$ cat src/rtl/moc_pkg.sv
package moc_pkg;

    localparam int ADDR_W = 4;
    localparam int DATA_W = 32;
    localparam int CFG_W  = 4;

    localparam logic [1:0] REG_ORDER_MODE = 2'd0;
    localparam logic [1:0] REG_NUM_VARS   = 2'd1;
    localparam logic [1:0] REG_ELIM_COUNT = 2'd2;

    localparam logic [CFG_W-1:0] TERM_DEGREVLEX     = 4'd0;
    localparam logic [CFG_W-1:0] TERM_DEGLEX        = 4'd1;
    localparam logic [CFG_W-1:0] TERM_LEX           = 4'd2;
    localparam logic [CFG_W-1:0] TERM_BLK_DEGREVLEX = 4'd3;
    localparam logic [CFG_W-1:0] TERM_BLK_DEGLEX    = 4'd4;
    localparam logic [CFG_W-1:0] TERM_BLK_LEX       = 4'd5;
    localparam logic [CFG_W-1:0] TERM_SPLIT_REVREV  = 4'd6;
    localparam logic [CFG_W-1:0] TERM_SPLIT_DEGREV  = 4'd7;
    localparam logic [CFG_W-1:0] TERM_SPLIT_LEXREV  = 4'd8;
    localparam logic [CFG_W-1:0] TERM_ELIM          = 4'd9;

    localparam logic [CFG_W-1:0] RST_ORDER_MODE = TERM_DEGREVLEX;
    localparam logic [CFG_W-1:0] RST_NUM_VARS   = 4'd8;
    localparam logic [CFG_W-1:0] RST_ELIM_COUNT = 4'd0;

    typedef logic signed [1:0] res_t;

    localparam res_t RES_GT = 2'sb01;
    localparam res_t RES_EQ = 2'sb00;
    localparam res_t RES_LT = 2'sb11;

    typedef struct packed {
        logic gt;
        logic lt;
        logic in_blk;
        logic in_rest;
        logic in_head;
        logic is_last;
    } lane_flags_t;

endpackage

$ cat src/rtl/moc_lane.sv
module moc_lane #(
    parameter int LANE     = 0,
    parameter int EXP_BITS = 8
) (
    input  logic                      aclk,
    input  logic                      load,
    input  logic [EXP_BITS-1:0]       exp_a,
    input  logic [EXP_BITS-1:0]       exp_b,
    input  logic [moc_pkg::CFG_W-1:0] num_vars,
    input  logic [moc_pkg::CFG_W-1:0] elim_count,
    output logic [EXP_BITS-1:0]       exp_a_q,
    output logic [EXP_BITS-1:0]       exp_b_q,
    output moc_pkg::lane_flags_t      flags_q
);
    import moc_pkg::*;

    localparam logic [CFG_W:0] Idx = (CFG_W+1)'(LANE);

    logic [CFG_W:0]      n_ext;
    logic [CFG_W:0]      k_ext;
    logic                in_use;
    logic [EXP_BITS-1:0] exp_a_next;
    logic [EXP_BITS-1:0] exp_b_next;
    lane_flags_t         flags_next;
    logic [EXP_BITS-1:0] exp_a_reg;
    logic [EXP_BITS-1:0] exp_b_reg;
    lane_flags_t         flags_reg;

    always_comb begin
        n_ext      = {1'b0, num_vars};
        k_ext      = {1'b0, elim_count};
        in_use     = Idx < n_ext;
        exp_a_next = in_use ? exp_a : '0;
        exp_b_next = in_use ? exp_b : '0;
        flags_next.gt      = exp_a_next > exp_b_next;
        flags_next.lt      = exp_a_next < exp_b_next;
        flags_next.in_blk  = Idx < k_ext;
        flags_next.in_rest = in_use && (Idx >= k_ext);
        flags_next.in_head = (Idx + 1'b1) < n_ext;
        flags_next.is_last = (Idx + 1'b1) == n_ext;
    end

    always_ff @(posedge aclk) begin
        if (load) begin
            exp_a_reg <= exp_a_next;
            exp_b_reg <= exp_b_next;
            flags_reg <= flags_next;
        end
    end

    assign exp_a_q = exp_a_reg;
    assign exp_b_q = exp_b_reg;
    assign flags_q = flags_reg;

endmodule

$ cat src/rtl/moc_merge.sv
module moc_merge #(
    parameter int MAX_VARS = 8,
    parameter int EXP_BITS = 8
) (
    input  logic                                      aclk,
    input  logic                                      load,
    input  logic [moc_pkg::CFG_W-1:0]                 order_mode,
    input  logic [MAX_VARS-1:0][EXP_BITS-1:0]         exp_a,
    input  logic [MAX_VARS-1:0][EXP_BITS-1:0]         exp_b,
    input  moc_pkg::lane_flags_t [MAX_VARS-1:0]       flags,
    output moc_pkg::res_t                             result_q
);
    import moc_pkg::*;

    localparam int SUM_W = EXP_BITS + $clog2(MAX_VARS + 1);

    logic [MAX_VARS-1:0] gt, lt, m_all, m_blk, m_rest, m_head;
    logic [SUM_W-1:0]    ta, tb, ea, eb, ha, hb, ra, rb;
    res_t c_t, c_e, c_h, c_r, c_last;
    res_t lex_all, lex_head, lex_blk, rev_all, rev_head, rev_blk, rev_rest;
    res_t result_next;
    res_t result_reg;

    function automatic res_t cmp_sum(input logic [SUM_W-1:0] x, input logic [SUM_W-1:0] y);
        return (x > y) ? RES_GT : ((x < y) ? RES_LT : RES_EQ);
    endfunction

    function automatic res_t pick(input res_t p, input res_t q);
        return (p != RES_EQ) ? p : q;
    endfunction

    // first differing variable in mask decides, larger exponent wins
    function automatic res_t lex_sel(input logic [MAX_VARS-1:0] mask,
                                     input logic [MAX_VARS-1:0] g,
                                     input logic [MAX_VARS-1:0] l);
        res_t r;
        r = RES_EQ;
        for (int i = MAX_VARS - 1; i >= 0; i--) begin
            if (mask[i] && (g[i] || l[i])) begin
                r = g[i] ? RES_GT : RES_LT;
            end
        end
        return r;
    endfunction

    // last differing variable in mask decides, smaller exponent wins
    function automatic res_t rev_sel(input logic [MAX_VARS-1:0] mask,
                                     input logic [MAX_VARS-1:0] g,
                                     input logic [MAX_VARS-1:0] l);
        res_t r;
        r = RES_EQ;
        for (int i = 0; i < MAX_VARS; i++) begin
            if (mask[i] && (g[i] || l[i])) begin
                r = l[i] ? RES_GT : RES_LT;
            end
        end
        return r;
    endfunction

    always_comb begin
        ta = '0; tb = '0; ea = '0; eb = '0;
        ha = '0; hb = '0; ra = '0; rb = '0;
        c_last = RES_EQ;
        for (int i = 0; i < MAX_VARS; i++) begin
            gt[i]     = flags[i].gt;
            lt[i]     = flags[i].lt;
            m_all[i]  = 1'b1;
            m_blk[i]  = flags[i].in_blk;
            m_rest[i] = flags[i].in_rest;
            m_head[i] = flags[i].in_head;
            ta = ta + SUM_W'(exp_a[i]);
            tb = tb + SUM_W'(exp_b[i]);
            if (flags[i].in_blk) begin
                ea = ea + SUM_W'(exp_a[i]);
                eb = eb + SUM_W'(exp_b[i]);
            end
            if (flags[i].in_head) begin
                ha = ha + SUM_W'(exp_a[i]);
                hb = hb + SUM_W'(exp_b[i]);
            end
            if (flags[i].in_rest) begin
                ra = ra + SUM_W'(exp_a[i]);
                rb = rb + SUM_W'(exp_b[i]);
            end
            if (flags[i].is_last) begin
                c_last = flags[i].gt ? RES_GT : (flags[i].lt ? RES_LT : RES_EQ);
            end
        end
    end

    always_comb begin
        c_t      = cmp_sum(ta, tb);
        c_e      = cmp_sum(ea, eb);
        c_h      = cmp_sum(ha, hb);
        c_r      = cmp_sum(ra, rb);
        // unused lanes carry zero exponents, so they never differ
        lex_all  = lex_sel(m_all, gt, lt);
        lex_head = lex_sel(m_head, gt, lt);
        lex_blk  = lex_sel(m_blk, gt, lt);
        rev_all  = rev_sel(m_all, gt, lt);
        rev_head = rev_sel(m_head, gt, lt);
        rev_blk  = rev_sel(m_blk, gt, lt);
        rev_rest = rev_sel(m_rest, gt, lt);
    end

    always_comb begin
        case (order_mode)
            TERM_DEGREVLEX:     result_next = pick(c_t, rev_all);
            TERM_DEGLEX:        result_next = pick(c_t, lex_all);
            TERM_LEX:           result_next = lex_all;
            TERM_BLK_DEGREVLEX: result_next = pick(c_h, pick(rev_head, c_t));
            TERM_BLK_DEGLEX:    result_next = pick(c_h, pick(lex_head, c_t));
            TERM_BLK_LEX:       result_next = pick(lex_head, c_last);
            TERM_SPLIT_REVREV:  result_next = pick(c_e, pick(rev_blk, pick(c_r, rev_rest)));
            TERM_SPLIT_DEGREV:  result_next = pick(c_e, pick(lex_blk, pick(c_r, rev_rest)));
            TERM_SPLIT_LEXREV:  result_next = pick(lex_blk, pick(c_r, rev_rest));
            TERM_ELIM:          result_next = pick(c_e, pick(c_t, rev_all));
            default:            result_next = lex_all;
        endcase
    end

    always_ff @(posedge aclk) begin
        if (load) begin
            result_reg <= result_next;
        end
    end

    assign result_q = result_reg;

endmodule

$ cat src/rtl/monomial_order_compare.sv
// Two-stage pipeline: per-variable lanes, then a merge stage with the result register.
// Accepted items are registered in the lanes, then in the merge result register.
// Throughput: one item per cycle unless stalled; one pass through lanes and merge.
// Reset (aresetn low, synchronous): pipeline emptied, order_mode = 0, num_vars = 8,
// elim_count = 0.
module monomial_order_compare #(
    parameter int MAX_VARS = 8,
    parameter int EXP_BITS = 8
) (
    input  logic                       aclk,
    input  logic                       aresetn,
    input  logic                       s_valid,
    output logic                       s_ready,
    input  logic [63:0]                s_exponents_a,
    input  logic [63:0]                s_exponents_b,
    output logic                       m_valid,
    input  logic                       m_ready,
    output moc_pkg::res_t              m_order_result,
    input  logic                       psel,
    input  logic                       penable,
    input  logic                       pwrite,
    input  logic [moc_pkg::ADDR_W-1:0] paddr,
    input  logic [moc_pkg::DATA_W-1:0] pwdata,
    output logic [moc_pkg::DATA_W-1:0] prdata,
    output logic                       pready
);
    import moc_pkg::*;

    localparam int              WIDE_W = 64 + MAX_VARS * EXP_BITS;
    localparam logic [CFG_W-1:0] MaxN  = CFG_W'(MAX_VARS);

    logic [CFG_W-1:0] order_mode_reg, order_mode_next;
    logic [CFG_W-1:0] num_vars_reg, num_vars_next;
    logic [CFG_W-1:0] elim_count_reg, elim_count_next;
    logic [CFG_W-1:0] n_eff, k_eff;
    logic             cfg_wr;
    logic [1:0]       reg_idx;

    logic v1_reg, v1_next, v2_reg, v2_next;
    logic adv2;

    logic [WIDE_W-1:0]                wide_a, wide_b;
    logic [MAX_VARS-1:0][EXP_BITS-1:0] lane_a, lane_b;
    lane_flags_t [MAX_VARS-1:0]        lane_flags;

    // configuration port
    assign pready  = 1'b1;
    assign reg_idx = paddr[ADDR_W-1:2];
    assign cfg_wr  = psel && penable && pwrite;

    always_comb begin
        order_mode_next = order_mode_reg;
        num_vars_next   = num_vars_reg;
        elim_count_next = elim_count_reg;
        if (cfg_wr) begin
            case (reg_idx)
                REG_ORDER_MODE: order_mode_next = pwdata[CFG_W-1:0];
                REG_NUM_VARS:   num_vars_next   = pwdata[CFG_W-1:0];
                REG_ELIM_COUNT: elim_count_next = pwdata[CFG_W-1:0];
                default:        ;
            endcase
        end
    end

    always_comb begin
        case (reg_idx)
            REG_ORDER_MODE: prdata = DATA_W'(order_mode_reg);
            REG_NUM_VARS:   prdata = DATA_W'(num_vars_reg);
            REG_ELIM_COUNT: prdata = DATA_W'(elim_count_reg);
            default:        prdata = '0;
        endcase
    end

    always_ff @(posedge aclk) begin
        if (!aresetn) begin
            order_mode_reg <= RST_ORDER_MODE;
            num_vars_reg   <= RST_NUM_VARS;
            elim_count_reg <= RST_ELIM_COUNT;
        end else begin
            order_mode_reg <= order_mode_next;
            num_vars_reg   <= num_vars_next;
            elim_count_reg <= elim_count_next;
        end
    end

    always_comb begin
        if (num_vars_reg > MaxN) begin
            n_eff = MaxN;
        end else if (num_vars_reg == '0) begin
            n_eff = CFG_W'(1);
        end else begin
            n_eff = num_vars_reg;
        end
        k_eff = (elim_count_reg > n_eff) ? n_eff : elim_count_reg;
    end

    // pipeline control
    assign adv2    = !v2_reg || m_ready;
    assign s_ready = !v1_reg || adv2;
    assign v1_next = s_ready ? s_valid : v1_reg;
    assign v2_next = adv2 ? v1_reg : v2_reg;

    always_ff @(posedge aclk) begin
        if (!aresetn) begin
            v1_reg <= 1'b0;
            v2_reg <= 1'b0;
        end else begin
            v1_reg <= v1_next;
            v2_reg <= v2_next;
        end
    end

    // bits past the 64-bit word read as zero
    assign wide_a = {{(WIDE_W-64){1'b0}}, s_exponents_a};
    assign wide_b = {{(WIDE_W-64){1'b0}}, s_exponents_b};

    for (genvar i = 0; i < MAX_VARS; i++) begin : g_lane
        moc_lane #(
            .LANE     (i),
            .EXP_BITS (EXP_BITS)
        ) u_lane (
            .aclk       (aclk),
            .load       (s_ready),
            .exp_a      (wide_a[i*EXP_BITS +: EXP_BITS]),
            .exp_b      (wide_b[i*EXP_BITS +: EXP_BITS]),
            .num_vars   (n_eff),
            .elim_count (k_eff),
            .exp_a_q    (lane_a[i]),
            .exp_b_q    (lane_b[i]),
            .flags_q    (lane_flags[i])
        );
    end

    moc_merge #(
        .MAX_VARS (MAX_VARS),
        .EXP_BITS (EXP_BITS)
    ) u_merge (
        .aclk       (aclk),
        .load       (adv2),
        .order_mode (order_mode_reg),
        .exp_a      (lane_a),
        .exp_b      (lane_b),
        .flags      (lane_flags),
        .result_q   (m_order_result)
    );

    assign m_valid = v2_reg;

endmodule

$ cat config.mk
export PLATFORM = sky130hd
export DESIGN_NAME = monomial_order_compare
export DESIGN_NICKNAME = d
export VERILOG_FILES = /design/src/rtl/moc_pkg.sv /design/src/rtl/moc_lane.sv /design/src/rtl/moc_merge.sv /design/src/rtl/monomial_order_compare.sv
export SDC_FILE = /design/constraint.sdc
export NUM_CORES = 2
export LEC_CHECK = 0
export CAP_MARGIN = 20
export CORE_ASPECT_RATIO = 0.8
export CORE_MARGIN = 1
export CORE_UTILIZATION = 25
export CTS_CLUSTER_DIAMETER = 200
export DETAILED_ROUTE_END_ITERATION = 8
export DONT_BUFFER_PORTS = 1
export SYNTH_ARGS = -nofsm -noshare
export SYNTH_HDL_FRONTEND = slang
export SYNTH_SLANG_ARGS = --single-unit
$ cat constraint.sdc
create_clock -name aclk -period 28.4 [get_ports aclk]
set_input_delay 7.1 -clock aclk [delete_from_list [all_inputs] [get_ports aclk]]
set_output_delay 7.1 -clock aclk [all_outputs]
set_load 0.01 [all_outputs]
Word-level counts from Yosys, hierarchy flattened
Index checks and enable logic that the tools add are counted.
Storage, ports and cells
  bits in registers: 192
  input bits: 171
Cells by class
  add/sub/neg operators: 56
  order comparisons: 51
  equality and inequality tests: 18
  muxes and demuxes: 186
  reductions and logical operators: 60
Operators by type and width (number)
  $add A12 B8 Y12: 48
  $mux W12: 42
  $mux W2: 117
  $mux W8: 22
  $add A8 B8 Y9: 8
  $gt A8 B8 Y1: 8
  $lt A8 B8 Y1: 8
  $gt A12 B12 Y1: 4
  $lt A12 B12 Y1: 4
  $logic_and A1 B1 Y1: 34
  $lt A3 B4 Y1 const A: 8
  $pmux W2 S9: 1
  $eq A3 B4 Y1 const A: 4
  $eq A4 B3 Y1 const B: 4
  $ge A3 B4 Y1 const A: 4
  $lt A1 B4 Y1 const A: 4
  $lt A2 B4 Y1 const A: 4
  $reduce_bool A2 Y1: 8
  $mux W4: 3
  $pmux W4 S3: 1
  $logic_or A1 B1 Y1: 10
  $eq A2 B4 Y1 const A: 2
  $eq A4 B4 Y1 const B: 2
  $ge A1 B4 Y1 const A: 2
  other kinds (14): 19

Longest topological paths before layout
  depth after elaboration: 23
  depth in mapped cells: 57

Cells and area by module
Synthesis repeated with hierarchy kept, for this count alone.
Unflattened totals
  cells, all modules: 4121
  area total of the unflattened synthesis: 34359.2 um^2
Modules (own cells, without submodules)
  moc_merge: times used 1, cells each 3411, area each 25229.2 um^2
  monomial_order_compare: times used 1, cells each 124, area each 1076.0 um^2
  moc_lane at g_lane[4].u_lane: times used 1, cells each 75, area each 1016.0 um^2
  moc_lane at g_lane[5].u_lane: times used 1, cells each 73, area each 1011.0 um^2
  moc_lane at g_lane[1].u_lane: times used 1, cells each 74, area each 1006.0 um^2
  moc_lane at g_lane[7].u_lane: times used 1, cells each 71, area each 1006.0 um^2
  moc_lane at g_lane[2].u_lane: times used 1, cells each 74, area each 1004.7 um^2
  moc_lane at g_lane[3].u_lane: times used 1, cells each 75, area each 1004.7 um^2
  moc_lane at g_lane[6].u_lane: times used 1, cells each 72, area each 1003.5 um^2
  moc_lane at g_lane[0].u_lane: times used 1, cells each 72, area each 1002.2 um^2

Worst setup path after synthesis
OpenSTA, ideal clock, no wires.
  path type: input to output
  start point: input m_ready
  end point: output s_ready
  arrival: 10918 ps
  required time: 21300 ps
  path slack: 10382 ps
  cell stages on the path: 2
  path buffers: 0
  cells stage by stage: nor2b_1 -> nand2_1
Between the ends
  word-level cells in the longest chain between the ends: 2
Ends and longest elaborated chain
  start, declared: RTL line monomial_order_compare.sv:17  | input logic m_ready,
  $logic_or A1 B1 Y1: RTL line monomial_order_compare.sv:98  | assign adv2 = !v2_reg || m_ready;
  $logic_or A1 B1 Y1: RTL line monomial_order_compare.sv:99  | assign s_ready = !v1_reg || adv2;
  end, declared: RTL line monomial_order_compare.sv:13  | output logic s_ready,
No other way between the ends.

Worst setup path in the final report
Ends and elaborated chain as after synthesis.

==> summary.txt <==
Floorplan
  – Die height: 332 um
  – I/O Pins: about 210
  – Starting Density: 0.253
  – Core Region: 135000 um^2
  – Die ar.: 138000 um^2
  – Die Span X: 415 um
  – # rows: 120

STA
  – Max-Slew Margin vs Limit: 0.232
  – Clock Skew: 0.0191 ns
  – Max Clock Freq: between 60 and 70 MHz
  – RSZ-0062 raised after global routing: no
  – Shortest period the worst path allows: 14.67 ns
  – Tightest Pin Transition: 1.14 ns
  – Period utilization: 0.517
  – Final Setup Violations: 0
  – Final Max Slew Viols: 0
  – Setup TNS: 0 ns
  – Fin. Hold Viols: 0

Logic synthesis
  – Mapped Cells: ~4100
  – Most used DFF post-synth: edfxtp_1
  – FFs w/ async S/R, synth: 0
  – Seq/Total Area, Yosys: 0.165
  – Commonest cells post-synth: ha_1, inv_1, o21ai_0
  – Area of the mapped netlist: 34100 um^2
  – Synth top area share: 0.182
  – Synth warn: 0
  – Cell taking the most area after synthesis: ha_1
  – Synth unique cells: 104
  – Number of synthesized flops with an enable pin: 178
  – Synth area leaders: ha_1, edfxtp_1, fa_1
  – Synth Area per Inst: 8.24 um^2
  – Synth Register Bits: 192
  – Most common cell in the netlist: ha_1

Setup path
  – CP Launch Type: input pin
  – CP max stage cell: nor2b_1
  – Crit path buf inv count: 0
  – Critical path startpoint: m_ready
  – Type of element capturing the critical path: primary output
  – Register-to-Register Setup Slack: 15.93 ns
  – FF-to-FF End: u_merge.result_q[1]$_DFFE_PP_
  – Critical Path RT: 21.30 ns
  – Critical-path cell list: nor2b_1 -> nand2_4
  – R2R cell count: 48
  – R2R Path Start: g_lane[0].u_lane.flags_q[3]$_DFFE_PP_
  – Top Family by Delay on Critical Path: simple AND/OR/NAND/NOR gates
  – CP Class: input pin to primary output
  – Critical Path AT: between 7 and 8 ns
  – Crit path max fanout: 4
  – Largest stage delay on the critical path: roughly 0.30 ns

Clock tree
  – Clk root buf: clkbuf_16
  – Sink Count: 192
  – Reg clk slew, reported paths: 0.07 ns
  – Post-cts repair resize count: 0
  – Total CTS buffers: 17
  – Max Root-Sink Buffers: 2
  – H-tree Lvls: 4
  – Clk_lat worst skew: 0.52 ns
  – TritonCTS clock tree: built
  – Post-CTS setup buffer count: 0
  – # hold bufs at CTS: 0

Placed design
  – IO buf count: 0
  – Dpl hpwl: 97600 um
  – RD Place Congestion: 0.906

Route
  – Post-Route WL: around 120000 um
  – Drt wl/cell: 19.8 um
  – Routed via count: 29999
  – First-pass iteration count of the detailed router: 6
  – DRC Markers: 0
  – ANT nets after route: 0
  – Initial DRC count: 2841
  – Vias per std cell: 5.12

Hold path
  – Hold Path Class: register to register
  – Worst hold path startpoint: v1_reg$_SDFFE_PN0P_
  – Worst hold path stage count: 1
  – WHS Endpoint: m_valid$_SDFFE_PN0P_

Flow run
  – Max-cap violations: 0

GRT
  – Overall Global Routing Usage: 0.164
  – Number of global-route vias before repair: roughly 28000
  – Initial antenna violation count: 36
  – Largest net degree at the start of global routing: 77
  – Grt ovf: 0
  – First-pass GRT wire length: 171000 um

Layout
  – Fin util: 0.272
  – FILL cells: 14359
  – Synth-to-Final Area Change: 7.43%
  – Fraction of layout cells with a size suffix above 1: 0.0647
  – Nets: 4857

Status
  – Status: finished, final reports clean
==> final cells by class <==
| type | instances | area [um^2] | share of cell area |
|---|---|---|---|
| multi-input cells | 3397 | 26300 | 0.718 |
| flip-flops and latches | 192 | 5630 | 0.153 |
| well taps | 1769 | 2210 | 0.0604 |
| inverters | 429 | 1610 | 0.0439 |
| clock buffers | 17 | 425 | 0.0116 |
| repair buffers | 33 | 248 | 0.00676 |
| clock inverters | 15 | 189 | 0.00516 |
| diodes | 9 | 22.5 | 0.000615 |
==> cells in the final DEF (no fill, tap or decap), drive strengths merged, types with 89 or more instances in the layout <==
master  synthesis  layout
nor2b         116     116
mux2          125     125
ha            496     496
a21oi         287     287
and2           91      91
edfxtp        178     178
a21o          130     130
o21a           89      89
o21ai         337     337
nor2          299     299
inv           425     433
fa            120     120
nand2         302     302
xnor2         172     172
==> metrics by stage <==
step	instance area (um^2)	instances	hold slack (ns)	setup slack, ns
after floorplan	34200	4169	0.463	10.38
after global placement	36000	5820	0.538	13.71
after detailed placement	36000	5820	0.558	13.69
after CTS	36600	5852	0.570	13.69
after global routing	36600	5859	0.581	13.61
final	36600	5861	0.570	13.73
==> per-layer routing <==
layer  share of wire  vias up  global-route usage
met4           0.020        4              0.0419
met2            0.46      935               0.268
li1                -    14575                   -
met1            0.46    14334               0.226
met3           0.064      151              0.0201
met5         0.00026        -                   0
==> cell families after synthesis <==
logic type               Yosys count  synth area share
AO/OA/AOI/OAI                   1208             0.230
other                              2          0.000220
flip-flops                       192             0.165
buffers and inverters            580            0.0670
multiplexers                     186            0.0595
AND/OR/NAND/NOR                 1100             0.156
XOR/XNOR                         256            0.0700
adder cells (fa/ha/maj)          617             0.253
==> worst max path at each step <==
stage	depth (start not counted)	slack, ns	end
final	2	13.73	s_ready
after global routing	3	13.61	prdata[2]
after CTS	2	13.69	s_ready
after detailed placement	2	13.69	s_ready
after global placement	2	13.71	s_ready
after floorplan	2	10.38	s_ready
Power is left out: the tool's default activity adds up to more than one toggle a clock period on the data nets, which glitch-free logic cannot reach.
